## src/hdl/d2b32_pkg.sv

```systemverilog
package d2b32_pkg;

   localparam int QUEUE_DEPTH = 2;

   localparam int FRAC_W = 55;
   localparam int MANT_W = 53;
   localparam int EXPO_W = 12;
   localparam int MAG_W  = 11;
   localparam int BCD_W  = 16;

   localparam logic [7:0] CHAR_MINUS = 8'h2D;
   localparam logic [7:0] CHAR_HASH  = 8'h23;
   localparam logic [7:0] CHAR_ZERO  = 8'h30;
   localparam logic [7:0] CHAR_LOW_A = 8'h61;
   localparam logic [7:0] CHAR_NUL   = 8'h00;

   localparam logic [10:0] EFIELD_SPECIAL = 11'h7FF;
   localparam logic [11:0] EXP_OFFSET     = 12'd1022;
   localparam logic [11:0] SUBNORM_EXP    = 12'd0 - 12'd1021;

   typedef enum logic [1:0] {
      F_IDLE,
      F_NORM,
      F_BCD,
      F_PUSH
   } front_state_type;

   typedef enum logic [2:0] {
      B_IDLE,
      B_SIGN,
      B_FRAC,
      B_HASH,
      B_ENEG,
      B_EXP,
      B_BAD
   } back_state_type;

   // one classified number on its way from front to back
   typedef struct packed {
      logic              bad;
      logic              minus;
      logic [FRAC_W-1:0] frac;
      logic              exp_neg;
      logic [BCD_W-1:0]  bcd;
   } entry_type;

   function automatic logic [7:0] digit_char(input logic [4:0] d);
      logic [7:0] dw;
      dw = {3'b000, d};
      if (d < 5'd10) begin
         return CHAR_ZERO + dw;
      end else begin
         return CHAR_LOW_A + dw - 8'd10;
      end
   endfunction

endpackage

```

## src/hdl/d2b32_ifs.sv

```systemverilog
interface d2b32_req_if;
   logic        valid;
   logic        ready;
   logic [63:0] value_bits;

   modport source (output valid, output value_bits, input ready);
   modport sink (input valid, input value_bits, output ready);
endinterface

interface d2b32_rsp_if;
   logic       valid;
   logic       ready;
   logic [7:0] text_char;
   logic       last_char;
   logic       bad_value;

   modport source (output valid, output text_char, output last_char, output bad_value,
                   input ready);
   modport sink (input valid, input text_char, input last_char, input bad_value,
                 output ready);
endinterface

```

## src/hdl/double_to_base32_text_top.sv

```systemverilog
// Prints one binary64 bit pattern per request transaction as ASCII text, one character
// per response transaction: optional '-', base-32 fraction digits in [0.5,1) most
// significant first until the rest is zero (1 to 11), '#', then the binary exponent in
// signed decimal; zero prints "0#0", infinity and NaN give one response with bad_value
// set and text_char 0. last_char marks the final character. A front stage takes the
// request, renormalizes (8 or 1 bit per step), converts the exponent to decimal and
// queues the result, and takes no new request until the result is queued. The back
// stage pulls a queued entry and then drives one character per cycle while the response
// side is ready, 1 to 18 characters. Throughput is set by the slower of the two, with
// the queue (QUEUE_DEPTH entries) absorbing response stalls.
module double_to_base32_text_top #(
   parameter int QUEUE_DEPTH = d2b32_pkg::QUEUE_DEPTH
) (
   input logic          clock,
   input logic          reset,
   d2b32_req_if.sink    req_if,
   d2b32_rsp_if.source  rsp_if
);

   logic                 push_valid, push_ready;
   logic                 pop_valid, pop_ready;
   d2b32_pkg::entry_type push_data, pop_data;

   d2b32_front u_front (
      .clock      (clock),
      .reset      (reset),
      .in_valid   (req_if.valid),
      .in_ready   (req_if.ready),
      .in_bits    (req_if.value_bits),
      .push_valid (push_valid),
      .push_ready (push_ready),
      .push_data  (push_data)
   );

   d2b32_queue #(
      .DEPTH (QUEUE_DEPTH)
   ) u_queue (
      .clock      (clock),
      .reset      (reset),
      .push_valid (push_valid),
      .push_ready (push_ready),
      .push_data  (push_data),
      .pop_valid  (pop_valid),
      .pop_ready  (pop_ready),
      .pop_data   (pop_data)
   );

   d2b32_back u_back (
      .clock     (clock),
      .reset     (reset),
      .pop_valid (pop_valid),
      .pop_ready (pop_ready),
      .pop_data  (pop_data),
      .out_valid (rsp_if.valid),
      .out_ready (rsp_if.ready),
      .out_char  (rsp_if.text_char),
      .out_last  (rsp_if.last_char),
      .out_bad   (rsp_if.bad_value)
   );

endmodule

```

## src/hdl/d2b32_front.sv

```systemverilog
module d2b32_front (
   input  logic                 clock,
   input  logic                 reset,
   input  logic                 in_valid,
   output logic                 in_ready,
   input  logic [63:0]          in_bits,
   output logic                 push_valid,
   input  logic                 push_ready,
   output d2b32_pkg::entry_type push_data
);

   d2b32_pkg::front_state_type state_ff, state_in;

   logic                              minus_ff, minus_in;
   logic                              bad_ff, bad_in;
   logic [d2b32_pkg::MANT_W-1:0]      mant_ff, mant_in;
   logic [d2b32_pkg::EXPO_W-1:0]      expo_ff, expo_in;
   logic                              exp_neg_ff, exp_neg_in;
   logic [d2b32_pkg::MAG_W-1:0]       mag_ff, mag_in;
   logic [d2b32_pkg::BCD_W-1:0]       bcd_ff, bcd_in;
   logic [3:0]                        cnt_ff, cnt_in;

   logic [10:0] efield;
   logic [51:0] mfield;
   logic        is_zero;
   logic        norm_done;
   logic [d2b32_pkg::BCD_W-1:0] bcd_adj;

   assign efield    = in_bits[62:52];
   assign mfield    = in_bits[51:0];
   assign is_zero   = (efield == 11'd0) && (mfield == 52'd0);
   assign norm_done = bad_ff || mant_ff[d2b32_pkg::MANT_W-1] || (mant_ff == '0);

   // double dabble: add 3 to every nibble of 5 or more before shifting
   always_comb begin
      for (int i = 0; i < 4; i++) begin
         bcd_adj[i*4 +: 4] = (bcd_ff[i*4 +: 4] >= 4'd5) ? bcd_ff[i*4 +: 4] + 4'd3
                                                        : bcd_ff[i*4 +: 4];
      end
   end

   always_comb begin
      state_in = state_ff;
      unique case (state_ff)
         d2b32_pkg::F_IDLE: if (in_valid) state_in = d2b32_pkg::F_NORM;
         d2b32_pkg::F_NORM: if (norm_done) state_in = d2b32_pkg::F_BCD;
         d2b32_pkg::F_BCD:  if (cnt_ff == 4'd10) state_in = d2b32_pkg::F_PUSH;
         d2b32_pkg::F_PUSH: if (push_ready) state_in = d2b32_pkg::F_IDLE;
         default:           state_in = d2b32_pkg::F_IDLE;
      endcase
   end

   always_comb begin
      in_ready   = (state_ff == d2b32_pkg::F_IDLE);
      push_valid = (state_ff == d2b32_pkg::F_PUSH);
   end

   always_comb begin
      minus_in   = minus_ff;
      bad_in     = bad_ff;
      mant_in    = mant_ff;
      expo_in    = expo_ff;
      exp_neg_in = exp_neg_ff;
      mag_in     = mag_ff;
      bcd_in     = bcd_ff;
      cnt_in     = cnt_ff;
      unique case (state_ff)
         d2b32_pkg::F_IDLE: begin
            minus_in = in_bits[63] && !is_zero;
            bad_in   = (efield == d2b32_pkg::EFIELD_SPECIAL);
            mant_in  = {(efield != 11'd0), mfield};
            if (is_zero) begin
               expo_in = '0;
            end else if (efield != 11'd0) begin
               expo_in = {1'b0, efield} - d2b32_pkg::EXP_OFFSET;
            end else begin
               expo_in = d2b32_pkg::SUBNORM_EXP;
            end
         end
         d2b32_pkg::F_NORM: begin
            if (norm_done) begin
               exp_neg_in = expo_ff[d2b32_pkg::EXPO_W-1];
               if (expo_ff[d2b32_pkg::EXPO_W-1]) begin
                  mag_in = d2b32_pkg::MAG_W'(12'd0 - expo_ff);
               end else begin
                  mag_in = expo_ff[d2b32_pkg::MAG_W-1:0];
               end
               bcd_in = '0;
               cnt_in = '0;
            end else if (mant_ff[52:45] == 8'd0) begin
               mant_in = {mant_ff[44:0], 8'd0};
               expo_in = expo_ff - 12'd8;
            end else begin
               mant_in = {mant_ff[51:0], 1'b0};
               expo_in = expo_ff - 12'd1;
            end
         end
         d2b32_pkg::F_BCD: begin
            bcd_in = {bcd_adj[14:0], mag_ff[d2b32_pkg::MAG_W-1]};
            mag_in = {mag_ff[d2b32_pkg::MAG_W-2:0], 1'b0};
            cnt_in = cnt_ff + 4'd1;
         end
         d2b32_pkg::F_PUSH: begin
         end
         default: begin
         end
      endcase
   end

   always_ff @(posedge clock) begin
      if (reset) begin
         state_ff <= d2b32_pkg::F_IDLE;
      end else begin
         state_ff <= state_in;
      end
      minus_ff   <= minus_in;
      bad_ff     <= bad_in;
      mant_ff    <= mant_in;
      expo_ff    <= expo_in;
      exp_neg_ff <= exp_neg_in;
      mag_ff     <= mag_in;
      bcd_ff     <= bcd_in;
      cnt_ff     <= cnt_in;
   end

   always_comb begin
      push_data.bad     = bad_ff;
      push_data.minus   = minus_ff;
      push_data.frac    = {mant_ff, 2'b00};
      push_data.exp_neg = exp_neg_ff;
      push_data.bcd     = bcd_ff;
   end

endmodule

```

## src/hdl/d2b32_queue.sv

```systemverilog
module d2b32_queue #(
   parameter int DEPTH = d2b32_pkg::QUEUE_DEPTH
) (
   input  logic                 clock,
   input  logic                 reset,
   input  logic                 push_valid,
   output logic                 push_ready,
   input  d2b32_pkg::entry_type push_data,
   output logic                 pop_valid,
   input  logic                 pop_ready,
   output d2b32_pkg::entry_type pop_data
);

   localparam int PTR_W = (DEPTH > 1) ? $clog2(DEPTH) : 1;
   localparam int CNT_W = $clog2(DEPTH + 1);
   localparam logic [PTR_W-1:0] LAST_PTR = PTR_W'(DEPTH - 1);
   localparam logic [CNT_W-1:0] FULL_CNT = CNT_W'(DEPTH);

   d2b32_pkg::entry_type slots_ff [DEPTH];

   logic [PTR_W-1:0] wr_ptr_ff, wr_ptr_in;
   logic [PTR_W-1:0] rd_ptr_ff, rd_ptr_in;
   logic [CNT_W-1:0] count_ff, count_in;
   logic             do_push, do_pop;

   assign push_ready = (count_ff != FULL_CNT);
   assign pop_valid  = (count_ff != '0);
   assign do_push    = push_valid && push_ready;
   assign do_pop     = pop_valid && pop_ready;
   assign pop_data   = slots_ff[rd_ptr_ff];

   always_comb begin
      wr_ptr_in = wr_ptr_ff;
      rd_ptr_in = rd_ptr_ff;
      count_in  = count_ff;
      if (do_push) begin
         wr_ptr_in = (wr_ptr_ff == LAST_PTR) ? '0 : wr_ptr_ff + 1'b1;
      end
      if (do_pop) begin
         rd_ptr_in = (rd_ptr_ff == LAST_PTR) ? '0 : rd_ptr_ff + 1'b1;
      end
      if (do_push && !do_pop) begin
         count_in = count_ff + 1'b1;
      end else if (do_pop && !do_push) begin
         count_in = count_ff - 1'b1;
      end
   end

   always_ff @(posedge clock) begin
      if (reset) begin
         wr_ptr_ff <= '0;
         rd_ptr_ff <= '0;
         count_ff  <= '0;
      end else begin
         wr_ptr_ff <= wr_ptr_in;
         rd_ptr_ff <= rd_ptr_in;
         count_ff  <= count_in;
      end
      if (do_push) begin
         slots_ff[wr_ptr_ff] <= push_data;
      end
   end

endmodule

```

## src/hdl/d2b32_back.sv

```systemverilog
module d2b32_back (
   input  logic                 clock,
   input  logic                 reset,
   input  logic                 pop_valid,
   output logic                 pop_ready,
   input  d2b32_pkg::entry_type pop_data,
   output logic                 out_valid,
   input  logic                 out_ready,
   output logic [7:0]           out_char,
   output logic                 out_last,
   output logic                 out_bad
);

   d2b32_pkg::back_state_type state_ff, state_in;

   d2b32_pkg::entry_type               ent_ff, ent_in;
   logic [d2b32_pkg::FRAC_W-1:0]       frac_ff, frac_in;
   logic [1:0]                         idx_ff, idx_in;

   logic       rsp_valid_ff, rsp_valid_in;
   logic [7:0] char_ff, char_in;
   logic       last_ff, last_in;
   logic       bad_ff, bad_in;

   logic                         out_free;
   logic                         emit;
   logic [d2b32_pkg::FRAC_W-1:0] frac_shift;
   logic [1:0]                   top_idx;
   logic [3:0]                   cur_nib;

   assign out_free   = !rsp_valid_ff || out_ready;
   assign emit       = (state_ff != d2b32_pkg::B_IDLE) && out_free;
   assign frac_shift = {frac_ff[d2b32_pkg::FRAC_W-6:0], 5'd0};

   // position of the leading nonzero exponent digit, at least the ones digit
   always_comb begin
      if (ent_ff.bcd[15:12] != 4'd0) begin
         top_idx = 2'd3;
      end else if (ent_ff.bcd[11:8] != 4'd0) begin
         top_idx = 2'd2;
      end else if (ent_ff.bcd[7:4] != 4'd0) begin
         top_idx = 2'd1;
      end else begin
         top_idx = 2'd0;
      end
   end

   always_comb begin
      case (idx_ff)
         2'd3:    cur_nib = ent_ff.bcd[15:12];
         2'd2:    cur_nib = ent_ff.bcd[11:8];
         2'd1:    cur_nib = ent_ff.bcd[7:4];
         default: cur_nib = ent_ff.bcd[3:0];
      endcase
   end

   always_comb begin
      state_in = state_ff;
      unique case (state_ff)
         d2b32_pkg::B_IDLE: begin
            if (pop_valid) begin
               if (pop_data.bad) begin
                  state_in = d2b32_pkg::B_BAD;
               end else if (pop_data.minus) begin
                  state_in = d2b32_pkg::B_SIGN;
               end else begin
                  state_in = d2b32_pkg::B_FRAC;
               end
            end
         end
         d2b32_pkg::B_SIGN: if (out_free) state_in = d2b32_pkg::B_FRAC;
         d2b32_pkg::B_FRAC: if (out_free && frac_shift == '0) state_in = d2b32_pkg::B_HASH;
         d2b32_pkg::B_HASH: begin
            if (out_free) begin
               state_in = ent_ff.exp_neg ? d2b32_pkg::B_ENEG : d2b32_pkg::B_EXP;
            end
         end
         d2b32_pkg::B_ENEG: if (out_free) state_in = d2b32_pkg::B_EXP;
         d2b32_pkg::B_EXP:  if (out_free && idx_ff == 2'd0) state_in = d2b32_pkg::B_IDLE;
         d2b32_pkg::B_BAD:  if (out_free) state_in = d2b32_pkg::B_IDLE;
         default:           state_in = d2b32_pkg::B_IDLE;
      endcase
   end

   always_comb begin
      pop_ready = (state_ff == d2b32_pkg::B_IDLE);
      char_in   = d2b32_pkg::CHAR_NUL;
      last_in   = 1'b0;
      bad_in    = 1'b0;
      unique case (state_ff)
         d2b32_pkg::B_IDLE: begin
         end
         d2b32_pkg::B_SIGN: char_in = d2b32_pkg::CHAR_MINUS;
         d2b32_pkg::B_FRAC: char_in = d2b32_pkg::digit_char(frac_ff[54:50]);
         d2b32_pkg::B_HASH: char_in = d2b32_pkg::CHAR_HASH;
         d2b32_pkg::B_ENEG: char_in = d2b32_pkg::CHAR_MINUS;
         d2b32_pkg::B_EXP: begin
            char_in = d2b32_pkg::CHAR_ZERO + {4'd0, cur_nib};
            last_in = (idx_ff == 2'd0);
         end
         d2b32_pkg::B_BAD: begin
            last_in = 1'b1;
            bad_in  = 1'b1;
         end
         default: begin
         end
      endcase
   end

   always_comb begin
      ent_in       = ent_ff;
      frac_in      = frac_ff;
      idx_in       = idx_ff;
      rsp_valid_in = rsp_valid_ff;
      if (pop_valid && pop_ready) begin
         ent_in  = pop_data;
         frac_in = pop_data.frac;
      end
      if (state_ff == d2b32_pkg::B_FRAC && out_free) begin
         frac_in = frac_shift;
      end
      if (state_ff == d2b32_pkg::B_HASH && out_free) begin
         idx_in = top_idx;
      end
      if (state_ff == d2b32_pkg::B_EXP && out_free) begin
         idx_in = idx_ff - 2'd1;
      end
      if (out_free) begin
         rsp_valid_in = emit;
      end
   end

   always_ff @(posedge clock) begin
      if (reset) begin
         state_ff     <= d2b32_pkg::B_IDLE;
         rsp_valid_ff <= 1'b0;
      end else begin
         state_ff     <= state_in;
         rsp_valid_ff <= rsp_valid_in;
      end
      ent_ff  <= ent_in;
      frac_ff <= frac_in;
      idx_ff  <= idx_in;
      if (emit) begin
         char_ff <= char_in;
         last_ff <= last_in;
         bad_ff  <= bad_in;
      end
   end

   assign out_valid = rsp_valid_ff;
   assign out_char  = char_ff;
   assign out_last  = last_ff;
   assign out_bad   = bad_ff;

endmodule

```

## src/flat_wrapper.sv

```systemverilog
// flat-port wrapper written by rule: the top's interface ports become plain ports
module double_to_base32_text_top_flat 
#(
   parameter int QUEUE_DEPTH = d2b32_pkg::QUEUE_DEPTH
)
  (clock, reset, req_if_valid, req_if_value_bits, req_if_ready, rsp_if_valid, rsp_if_text_char, rsp_if_last_char, rsp_if_bad_value, rsp_if_ready);
  d2b32_req_if req_if_i ();
  d2b32_rsp_if rsp_if_i ();
  input logic clock;
  input logic reset;
  input wire logic [$bits(req_if_i.valid)-1:0] req_if_valid;
  input wire logic [$bits(req_if_i.value_bits)-1:0] req_if_value_bits;
  output wire logic [$bits(req_if_i.ready)-1:0] req_if_ready;
  output wire logic [$bits(rsp_if_i.valid)-1:0] rsp_if_valid;
  output wire logic [$bits(rsp_if_i.text_char)-1:0] rsp_if_text_char;
  output wire logic [$bits(rsp_if_i.last_char)-1:0] rsp_if_last_char;
  output wire logic [$bits(rsp_if_i.bad_value)-1:0] rsp_if_bad_value;
  input wire logic [$bits(rsp_if_i.ready)-1:0] rsp_if_ready;
  assign req_if_i.valid = req_if_valid;
  assign req_if_i.value_bits = req_if_value_bits;
  assign req_if_ready = req_if_i.ready;
  assign rsp_if_valid = rsp_if_i.valid;
  assign rsp_if_text_char = rsp_if_i.text_char;
  assign rsp_if_last_char = rsp_if_i.last_char;
  assign rsp_if_bad_value = rsp_if_i.bad_value;
  assign rsp_if_i.ready = rsp_if_ready;
  double_to_base32_text_top #(.QUEUE_DEPTH(QUEUE_DEPTH)) u_core (.clock(clock), .reset(reset), .req_if(req_if_i), .rsp_if(rsp_if_i));
endmodule
```

## config.mk

```make
export PLATFORM = sky130hd
export DESIGN_NAME = double_to_base32_text_top_flat
export DESIGN_NICKNAME = d
export VERILOG_FILES = /design/src/hdl/d2b32_pkg.sv /design/src/hdl/d2b32_ifs.sv /design/src/hdl/double_to_base32_text_top.sv /design/src/hdl/d2b32_front.sv /design/src/hdl/d2b32_queue.sv /design/src/hdl/d2b32_back.sv /design/src/flat_wrapper.sv
export SDC_FILE = /design/constraint.sdc
export NUM_CORES = 1
export LEC_CHECK = 0
export ABC_AREA = 1
export BUFFER_PORTS_ARGS = -buffer_cell sky130_fd_sc_hd__buf_2
export CAP_MARGIN = 10
export CORE_AREA = 3 3 263 265
export CTS_BUF_LIST = sky130_fd_sc_hd__clkbuf_2
export CTS_CLUSTER_DIAMETER = 50
export DETAILED_ROUTE_END_ITERATION = 10
export DIE_AREA = 0 0 266 268
export GPL_TIMING_DRIVEN = 0
export HOLD_SLACK_MARGIN = 0.03
export PLACE_DENSITY = 0.38
export SETUP_SLACK_MARGIN = 0.05
export SLEW_MARGIN = 10
export SYNTH_ARGS = -nofsm -noshare
export SYNTH_HDL_FRONTEND = slang
export SYNTH_SLANG_ARGS = --single-unit
```

## constraint.sdc

```tcl
create_clock -name clock -period 13.1 [get_ports clock]
set_clock_uncertainty 0.2 [all_clocks]
set_input_delay 2.62 -clock clock [delete_from_list [all_inputs] [get_ports clock]]
set_output_delay 2.62 -clock clock [all_outputs]
set_load 0.03 [all_outputs]
```

==> out/results.txt, run 1 <==
dpl cells: 2368
routed wire length: 45.11 mm
Yosys top cell area share: 0.6286
Slew @ Worst Pin: 0.8739 ns
final cell count without fillers: 2529
post-cts sizing count: 0
number of port buffers: 78
Max IR drop VDD: 0.1022 mV
Die Width: 266 um
initial antenna violation count: 2
RSZ-0062 raised after global routing: false
Critical Path RT: 10.28 ns
grt ovf: 0
syn nets: 1500
TritonCTS Buffers: 90
# hold bufs at CTS: 0
clk sinks: 335
worst hold start: u_core.u_queue.rd_ptr_ff
hold depth: 1
commonest cells in the netlist: edfxtp_1, nor2_1, nand2_1, inv_1, o21ai_0
I/O pins: 80
Residual DRC: 0
Switch Pwr: 0.001767 W
pin count of the biggest net entering global routing: 54
combinational fraction of design power: 0.332
Clock Latency Late Sink: 1.04 ns
period utilisation layout: 0.3705
status: completed
Placed Area: 0.01707 mm^2
final setup violating endpoints: 0
largest fanout on the critical path: 6
clk buf depth: 3
Mapped Area: 0.01533 mm^2
R2R setup slack: 9.69 ns
Post-synth EDFFs: 321
clock slew at reported path FFs: 0.10 ns
clk root buf: clkbuf_2
Arr. time, crit path: 2.03 ns
r2r endpoint: u_core.u_front.bcd_ff[8]
critical path class: flop to primary output
Fin. Hold Viols: 0
R2R depth: 6
Async S/R FF share, synth: 0
Tmin final: 4.853 ns
average cell area after synthesis: 10.89 um^2
switching share of power: 0.4132
WL/cell: 17.84 um
vias in the first global route: 11274
post-CTS setup-driven buffer insertion count: 0
crit start category: flop
Max-slew headroom: 0.4174
detailed-route via count: 10971
Seq pwr share: 0.489
CTS tree: done
core area: 0.06704 mm^2
max_cap viols: 0
Power Total: 0.004277 W
nets: 1679
CP max stage delay: 0.36 ns
P per Cell Area: 238.7 mW/mm^2
Pint: 0.002509 W
Slew Viols, Final: 0
first-pass GRT wire length: 67.87 mm
worst-path cell chain: inv_1, ha_1, buf_2
Synth cell types: 49
DIE AREA: 0.07129 mm^2
sequential cell area fraction in the yosys report: 0.6469
DP Wirelength: 32.12 mm
post-route design area: 0.01791 mm^2
Total GRT Usage: 0.1258
Static Leak: 6.876 nW
Synth Instances: 1408
top-count cell post-synth: edfxtp_1
Initial Utilization: 0.2287
Hold Worst Slack: 0.2549 ns
Clk pwr share: 0.179
H-tree depth: 3
Peak Freq: 206.1 MHz
drt first pass iters: 6
Placer Congestion: 0.8098
synth top area cells: edfxtp_1, nor2_1, nand2_1
Area Growth Syn to Fin: 16.83%
routed vias/inst: 4.338
worst r2r src: u_core.u_front.mant_ff[51]
largest area contributor in the netlist: edfxtp_1
Iter 0 DRT Violations: 728
Crit. End Element: primary output
setup TNS: 0 ns
fraction of layout cells with a size suffix above 1: 0.1958
Fillers: 7187
FF+latch count, synth: 335
Most used DFF post-synth: edfxtp_1
Final ANT Viol Nets: 0
row count: 95
die span in y: 268 um
Hold WC Path Type: flop to flop
slowest CP cell: dfxtp_1
Yosys Warn Count: 0
through the flow:
step	util	worst slack (ns)
after floorplan	-	8.350
after global placement	0.2508	6.089
after detailed placement	0.2547	8.343
after CTS	0.2672	8.007
after global routing	0.2672	7.984
final	0.2672	8.247
worst max-delay path, delay by kind of cell (launching register included):
kind                     cells  cell delay [ns]
buffers and inverters        2             0.37
flip-flops                   1             0.36
adder cells (fa/ha/maj)      1             0.29
routing by layer:
metal  part of all wire  GRT usage
met1               0.48     0.1709
met2               0.45     0.1986
met3              0.053    0.02454
met4              0.020    0.04890
met5                  0          0
cells in the final DEF (no fill, tap or decap), drive strengths merged, types with 2 or more instances in the layout:
master and count:
inv 153, a22oi 2, o21ai 78, xnor2 4
bufinv 2, nor4 5, clkinv 20, ha 24
o32ai 20, dfxtp 14, nand2 213, a21oi 57
or2 4, clkbuf 159, a31oi 3, o221ai 10
o31ai 32, o211ai 7, nand4 14, buf 119
nand3 72, o22ai 34, edfxtp 321, nor3 15
xor2 12, nor2 252
how the worst max path moves through the flow:
stage                                           from                        endpoint  slack, ns  cells after the start
after CTS                 u_core.u_front.state_ff[0]                    req_if_ready       8.01                      3
final                     u_core.u_front.state_ff[0]                    req_if_ready       8.25                      3
after global placement    u_core.u_front.state_ff[0]  u_core.u_queue.slots_ff[1][36]       6.09                      3
after detailed placement       req_if_value_bits[34]       u_core.u_front.expo_ff[1]       8.34                      9
after floorplan                         rsp_if_ready       u_core.u_back.frac_ff[10]       8.35                      4
after global routing      u_core.u_front.state_ff[0]                    req_if_ready       7.98                      3
cell families after synthesis:
| kind of cell | Yosys count | synth area share |
|---|---|---|
| DFF | 335 | 0.6469 |
| and+or+nand+nor | 575 | 0.1551 |
| adders and majority gates | 24 | 0.01958 |
| other | 1 | 0.0002446 |
| buffers and inverters | 207 | 0.05614 |
| AOI/OAI and AO/OA | 250 | 0.1129 |
| xor gates and xnor gates | 16 | 0.009139 |
state kept, by name (all words and copies together), names as in the netlist, named ones only:
signal / count
u_core.u_back.frac_ff: 53
u_core.u_back.state_ff: 3
u_core.u_front.expo_ff: 12
u_core.u_queue.rd_ptr_ff: 1
u_core.u_front.state_ff: 2
u_core.u_front.mant_ff: 53
u_core.u_front.minus_ff: 1
u_core.u_front.bad_ff: 1
u_core.u_queue.wr_ptr_ff: 1
u_core.u_back.out_valid: 1
u_core.u_back.out_last: 1
u_core.u_queue.count_ff: 2
u_core.u_back.ent_ff: 17
u_core.u_front.mag_ff: 11
u_core.u_queue.slots_ff: 144
u_core.u_back.out_bad: 1
u_core.u_front.bcd_ff: 16
u_core.u_back.out_char: 7
u_core.u_front.exp_neg_ff: 1
u_core.u_back.idx_ff: 2
u_core.u_front.cnt_ff: 4
power by group through the flow:
stage / Sequential, W / Clock [W] / Combinational [W]
after floorplan: 0.00201 / 0 / 0.000934
after global placement: 0.00215 / 0 / 0.00140
after detailed placement: 0.00212 / 0 / 0.00145
after CTS: 0.00209 / 0.000811 / 0.00146
after global routing: 0.00214 / 0.000864 / 0.00161
final: 0.00209 / 0.000765 / 0.00142
area by class of cell:
| class | count | area (um^2) | area share |
|---|---|---|---|
| plain buffers | 54 | 286.5 | 0.01599 |
| well taps | 873 | 1092 | 0.06097 |
| diodes | 1 | 2.502 | 0.0001397 |
| flip-flops and latches | 335 | 9920 | 0.5537 |
| clock buffers | 137 | 685.7 | 0.03827 |
| repair buffers | 87 | 615.6 | 0.03436 |
| inverters | 153 | 574.3 | 0.03206 |
| multi-input cells | 866 | 4584 | 0.2559 |
| clock inverters | 23 | 153.9 | 0.008591 |
Power figures use the tool's default switching activity.
==> run 2: changes to the inputs <==
ABC_AREA = 0   (was 1)
CORE_AREA = 3 3 259 261   (was 3 3 263 265)
DIE_AREA = 0 0 262 264   (was 0 0 266 268)
clock period = 4.89 ns   (was 13.1 ns; I/O delays follow)
==> run 2 against run 1 <==
Against the previous run: clock power grew to 2.7 times the previous value; cell count shrank 7.2%; synthesized area fell by 3.1%; wire length shrank 6.4%; critical path depth grew 3; global-route usage is 0.22 points lower; sequential cell count unchanged; critical endpoint is now u_core.u_back.frac_ff[14]; core utilization increased by 1.0 points; power grew to 2.5 times the previous value; sequential power grew to 2.6 times the previous value; synthesized cell count fell by 17%.
==> out/results.txt, run 2 <==
Iter 0 DRT Violations: 563 (-23%)
largest area contributor in the netlist: edfxtp_1
Die Width: 262 um (-1.5%)
Synth Instances: 1172 (-17%)
period utilisation layout: 0.8473
Max-slew headroom: 0.3047 (-0.1128)
Arr. time, crit path: 4.65 ns (+2.62 ns)
Slew Viols, Final: 0 (unchanged)
CTS tree: done
Mapped Area: 0.01485 mm^2 (-3.1%)
crit start category: flop
synth top area cells: edfxtp_1, nand2_1, mux2i_1
clk sinks: 335 (unchanged)
final setup violating endpoints: 0 (unchanged)
commonest non-fill, non-tap cell in the layout: edfxtp_1
average cell area after synthesis: 12.67 um^2 (+16%)
post-cts sizing count: 0 (unchanged)
Most used DFF post-synth: edfxtp_1
commonest cells in the netlist: edfxtp_1, nand2_1, nor2_1, o21ai_0, mux2i_1
post-route design area: 0.01794 mm^2 (+0.16%)
Hold WC Path Type: primary input to flop
Total GRT Usage: 0.1235 (-0.002234)
clk buf depth: 3 (unchanged)
Post-Synth Adder-Cell Area: 0.02022 (+0.0006352)
Initial Utilization: 0.2296 (+0.0008349)
Placed Area: 0.01650 mm^2 (-3.3%)
H-tree depth: 3 (unchanged)
Yosys top cell area share: 0.6490 (+0.02039)
mux contribution to synthesized area: 0.05265 (+0.05265)
clk root buf: clkbuf_2
routed vias/inst: 4.329 (-0.21%)
Placer Congestion: 0.7665 (-5.3%)
Synth Area in Compound Gates: 0.09040 (-0.02246)
Fillers: 6867 (-4.5%)
drt first pass iters: 7 (+1)
DP Wirelength: 29.97 mm (-6.7%)
initial antenna violation count: 1 (-1)
P per Cell Area: 606.4 mW/mm^2 (+150%)
nets: 1503 (-10%)
Area Growth Syn to Fin: 20.82%
Async S/R FF share, synth: 0 (unchanged)
DIE AREA: 0.06917 mm^2 (-3.0%)
Clock Latency Late Sink: 1.05 ns (about the same)
I/O pins: 80 (unchanged)
first-pass GRT wire length: 64.36 mm (-5.2%)
total area of sequential cells: 0.009920 mm^2 (unchanged)
hold depth: 3 (+2)
Largest regs: u_core.u_queue.slots_ff (144), u_core.u_back.frac_ff (53), u_core.u_front.mant_ff (53)
Yosys Warn Count: 0 (unchanged)
RSZ-0062 raised after global routing: false
pin count of the biggest net entering global routing: 40 (-26%)
largest fanout on the critical path: 28 (+22)
Fin. Hold Viols: 0 (unchanged)
xor-xnor portion of the synthesized cell area: 0.02536 (+0.01622)
detailed-route via count: 10156 (-7.4%)
clock slew at reported path FFs: 0.10 ns (about the same)
Power Total: 0.01088 W (+150%)
Tmin final: 4.143 ns
syn nets: 1264 (-16%)
Residual DRC: 0 (unchanged)
die span in y: 264 um (-1.5%)
Slew @ Worst Pin: 1.033 ns (+0.1596 ns)
critical path class: flop to flop
R2R depth: 6 (unchanged)
Peak Freq: 241.4 MHz
Simple-Gate Fraction of Synth Area: 0.1194 (-0.03574)
TritonCTS Buffers: 95 (+5.6%)
fraction of layout cells with a size suffix above 1: 0.1919 (-0.003824)
WL/cell: 18.00 um (+0.89%)
number of port buffers: 78 (unchanged)
top-count cell post-synth: edfxtp_1
Post-synth EDFFs: 321 (unchanged)
FF+latch count, synth: 335 (unchanged)
Static Leak: 6.200 nW (-9.8%)
Critical Path RT: 5.39 ns (-4.89 ns)
commonest cells after routing, fill and taps aside: edfxtp_1, nand2_1, clkbuf_2
Max IR drop VDD: 0.2424 mV (+140%)
core area: 0.06470 mm^2 (-3.5%)
Reg with most FFs: u_core.u_queue.slots_ff
status: completed
largest family of logic cells by synthesized area: simple AND/OR/NAND/NOR gates
Crit. End Element: flop
max_cap viols: 0 (unchanged)
Synth cell types: 62 (+27%)
max FFs per register: 144 (unchanged)
setup TNS: 0 ns (unchanged)
grt ovf: 0 (unchanged)
row count: 93 (-2.1%)
area of the multi-input gates: 0.004606 mm^2 (+0.46%)
vias in the first global route: 10525 (-6.6%)
routed wire length: 42.22 mm (-6.4%)
sequential cell area fraction in the yosys report: 0.6679 (+0.02098)
Final ANT Viol Nets: 0 (unchanged)
[run 2: cell types whose count changed after synthesis, sizes merged, moves of 30 or more]
cell | before | now
nor4 | 5 | 42
nor2 | 252 | 87
mux2i | 0 | 59
inv | 150 | 33
a31oi | 3 | 40
nand3 | 72 | 12
o31ai | 32 | 2
o22ai | 34 | 4
nand2 | 213 | 178
[run 2: worst paths after layout]
kind | start | end | slack (ns)
setup / recovery | u_core.u_back.state_ff[1] | u_core.u_back.frac_ff[14] | 0.75
hold / removal | req_if_value_bits[53] | u_core.u_front.expo_ff[1] | 0.25
setup reg to reg | u_core.u_back.state_ff[1] | u_core.u_back.frac_ff[14] | 0.75
hold reg to reg | u_core.u_front.exp_neg_ff | u_core.u_queue.slots_ff[0][16] | 0.26
[run 2: cell families after synthesis]
| kind of cell | after synthesis |
|---|---|
| compound gates | 212 |
| xor+xnor | 43 |
| fa+ha+maj | 24 |
| buf+inv | 90 |
| flops | 335 |
| mux | 76 |
| other cells | 1 |
| simple gates | 391 |
[run 2: power by group]
group	total (W)	leakage [nW]	switching (W)	internal, W
Combinational	0.00331	2.39	0.00218	0.00113
Clock	0.00206	0.699	0.00122	0.000835
Sequential	0.00551	3.12	0.000853	0.00466
[run 2: per-layer routing]
layer | up-vias | wire [um] | GRT usage
li1 | 4936 | - | -
met3 | 62 | 1729 | 0.02425
met4 | 0 | 907 | 0.04798
met5 | - | 0 | 0
met2 | 228 | 19330 | 0.1893
met1 | 4930 | 20250 | 0.1715
[run 2: final cells by class]
type | instances | area share
Sequential cell | 335 | 0.5528
Multi-Input combinational cell | 747 | 0.2567
Timing Repair Buffer | 142 | 0.06262
Tap cell | 855 | 0.05962
Clock buffer | 155 | 0.04323
Buffer | 57 | 0.01283
Inverter | 33 | 0.006903
Clock inverter | 21 | 0.005160
Antenna cell | 1 | 0.0001395
[run 2: repair_timing]
action | CTS | global route
buffers inserted | 0 | 0
hold endpoints to repair | 57 | 0
hold buffers | 57 | 0
[run 2: stage by stage]
step / worst slack (ns) / cells / utilization / hold WS (ns)
floorplan: 0.4468 / 1172 / - / 0.2215
global placement: -2.196 / 2105 / 0.2521 / 0.2329
detailed placement: 0.2241 / 2112 / 0.2551 / 0.2337
CTS: 0.6353 / 2345 / 0.2773 / 0.03289
global route: 0.3344 / 2346 / 0.2773 / 0.1357
finish: 0.7466 / 2346 / 0.2773 / 0.2458
[run 2: critical path, cell delays in order (launching register included)]
cell and delay [ns]:
dfxtp_1 0.39, nor3_1 0.75, o21ai_1 0.61, inv_1 0.77, nor2_1 0.31, inv_2 0.52
buf_12 0.27
==> run 3: changes to the inputs <==
PLACE_DENSITY = 0.39   (was 0.38)
clock period = 3.7 ns   (was 4.89 ns; I/O delays follow)
==> run 3 against run 2 <==
Against the previous run: clock power is 27% higher; sequential power is 32% higher; wire length is 0.74% lower; combinational power is 33% higher; critical endpoint is now u_core.u_front.expo_ff[1]; highest routed layer unchanged.
==> out/results.txt, run 3 (synthesis results as in run 2) <==
status: completed
initial antenna violation count: 2 (+1)
GR Util met3: 0.02445 (+0.0001917)
fraction of layout cells with a size suffix above 1: 0.1800 (-0.01196)
final cell count without fillers: 2347 (+0.043%)
die span in y: 264 um (unchanged)
Fin. Hold Viols: 0 (unchanged)
Final ANT Viol Nets: 0 (unchanged)
r2r endpoint: u_core.u_front.bcd_ff[4]
row count: 93 (unchanged)
Max IR drop VDD: 0.3082 mV (+27%)
Area Growth Syn to Fin: 21.47%
WL/cell: 17.86 um (-0.79%)
Tmin final: 3.465 ns
R2R setup slack: 0.26 ns (-0.49 ns)
grt ovf: 0 (unchanged)
Slew Viols, Final: 0 (unchanged)
switching share of power: 0.3894 (-0.001551)
clock slew at reported path FFs: 0.11 ns (about the same)
Residual DRC: 0 (unchanged)
Largest regs: u_core.u_queue.slots_ff (144), u_core.u_back.frac_ff (53), u_core.u_front.mant_ff (53)
core area: 0.06470 mm^2 (unchanged)
area of the multi-input gates: 0.004623 mm^2 (+0.38%)
GR Layer Usage met2: 0.1852 (-0.004125)
Switch Pwr: 0.005564 W (+31%)
Pint: 0.008723 W (+32%)
period utilisation layout: 0.9366
Iter 0 DRT Violations: 596 (+5.9%)
clk root buf: clkbuf_2
Crit. End Element: flop
Clk pwr share: 0.183 (-0.006)
post-CTS setup-driven buffer insertion count: 0 (unchanged)
Die Width: 262 um (unchanged)
vias in the first global route: 10465 (-0.57%)
Static Leak: 6.179 nW (-0.34%)
Setup WS post-layout: 0.2347 ns (-0.5120 ns)
max FFs per register: 144 (unchanged)
Arr. time, crit path: 4.02 ns (-0.63 ns)
clk buf depth: 3 (unchanged)
Clock Latency Late Sink: 1.03 ns (-0.02 ns)
Hold WC Path Type: flop to flop
worst r2r src: u_core.u_front.mant_ff[1]
gr busiest metal: met2
final setup violating endpoints: 0 (unchanged)
number of port buffers: 78 (unchanged)
DIE AREA: 0.06917 mm^2 (unchanged)
Reg with most FFs: u_core.u_queue.slots_ff
I/O pins: 80 (unchanged)
critical path class: primary input to flop
CP startpoint: req_if_value_bits[50]
combinational fraction of design power: 0.309 (+0.005)
detailed-route via count: 10213 (+0.56%)
crit start category: primary input
DP Wirelength: 29.65 mm (-1.1%)
Power Total: 0.01429 W (+31%)
routed wire length: 41.91 mm (-0.74%)
H-tree depth: 3 (unchanged)
Hold Worst Slack: 0.2512 ns (+0.005387 ns)
Setup crit end: u_core.u_front.expo_ff[1]
nets: 1514 (+0.73%)
total area of sequential cells: 0.009920 mm^2 (unchanged)
Initial Utilization: 0.2296 (unchanged)
Max-slew headroom: 0.3299 (+0.02525)
P per Cell Area: 791.9 mW/mm^2 (+31%)
R2R depth: 5 (-1)
Peak Freq: 288.6 MHz
dpl cells: 2112 (unchanged)
commonest cells after routing, fill and taps aside: edfxtp_1, nand2_1, clkbuf_2
dpl ws: -0.5562 ns (-0.7803 ns)
Slew @ Worst Pin: 1.005 ns (-0.02834 ns)
Fillers: 6851 (-0.23%)
routed vias/inst: 4.352 (+0.52%)
max_cap viols: 0 (unchanged)
Critical Path RT: 4.26 ns (-1.13 ns)
utilization after layout: 0.2789 (+0.001508)
TritonCTS Buffers: 92 (-3.2%)
Seq pwr share: 0.509 (+0.002)
clk sinks: 335 (unchanged)
pin count of the biggest net entering global routing: 47 (+18%)
CTS tree: done
first-pass GRT wire length: 63.20 mm (-1.8%)
drt first pass iters: 5 (-2)
largest fanout on the critical path: 2 (-93%)
Total GRT Usage: 0.1210 (-0.002559)
Placer Congestion: 0.7688 (+0.30%)
commonest non-fill, non-tap cell in the layout: edfxtp_1
met1 Use GR: 0.1663 (-0.005185)
RSZ-0062 raised after global routing: false
==> run 3: stage by stage <==
stage / TNS [ns] / area (um^2)
6_report: 0 / 18040
5_1_grt: 0 / 18040
4_1_cts: 0 / 18020
3_5_place_dp: -24.64 / 16490
3_3_place_gp: -314.73 / 16320
2_1_floorplan: 0 / 14860
==> run 3: worst min path at each step <==
stage | end | cells past startpoint | start | slack [ns]
after global routing | u_core.u_front.state_ff[1] | 5 | req_if_valid | 0.19
after detailed placement | u_core.u_queue.slots_ff[1][16] | 0 | u_core.u_front.exp_neg_ff | 0.24
final | u_core.u_queue.slots_ff[1][13] | 0 | u_core.u_front.bcd_ff[13] | 0.25
after global placement | u_core.u_queue.slots_ff[0][16] | 0 | u_core.u_front.exp_neg_ff | 0.24
after floorplan | u_core.u_queue.slots_ff[0][16] | 0 | u_core.u_front.exp_neg_ff | 0.22
after CTS | u_core.u_front.state_ff[1] | 5 | req_if_valid | 0.11
==> run 3: area by class of cell <==
class	count	area share
clock buffers	136	0.03773
plain buffers	57	0.01276
well taps	855	0.05930
inverters	33	0.007074
clock inverters	25	0.007421
repair buffers	156	0.06921
diodes	3	0.0004161
multi-input cells	747	0.2563
flip-flops and latches	335	0.5498
==> run 3: metal layers <==
layer / share of wire / routed length, um
met5: 0 / 0
met4: 0.031 / 1281
met3: 0.044 / 1861
met2: 0.45 / 18890
met1: 0.47 / 19880
==> run 3: critical path: stages <==
cell           delay (ns)
dlygate4sd3_1        0.54
buf_2                0.18
nor4_2               0.66
nand4_1              0.42
nor4_1               0.74
nand4_1              0.45
a22o_1               0.29
==> run 3: power by group through the flow <==
stage               Clock, W  Sequential, W  Combinational [W]
floorplan                  0        0.00696            0.00284
finish               0.00261        0.00727            0.00441
global placement           0        0.00741            0.00413
global route         0.00298        0.00743            0.00496
CTS                  0.00276        0.00729            0.00450
detailed placement         0        0.00737            0.00442
==> run 3: repair_timing <==
action,in CTS,in global routing
hold buffers,71,0
resized for setup,3,2
hold endpoints to repair,74,0
pin swaps,0,1
setup endpoints to repair,50,9
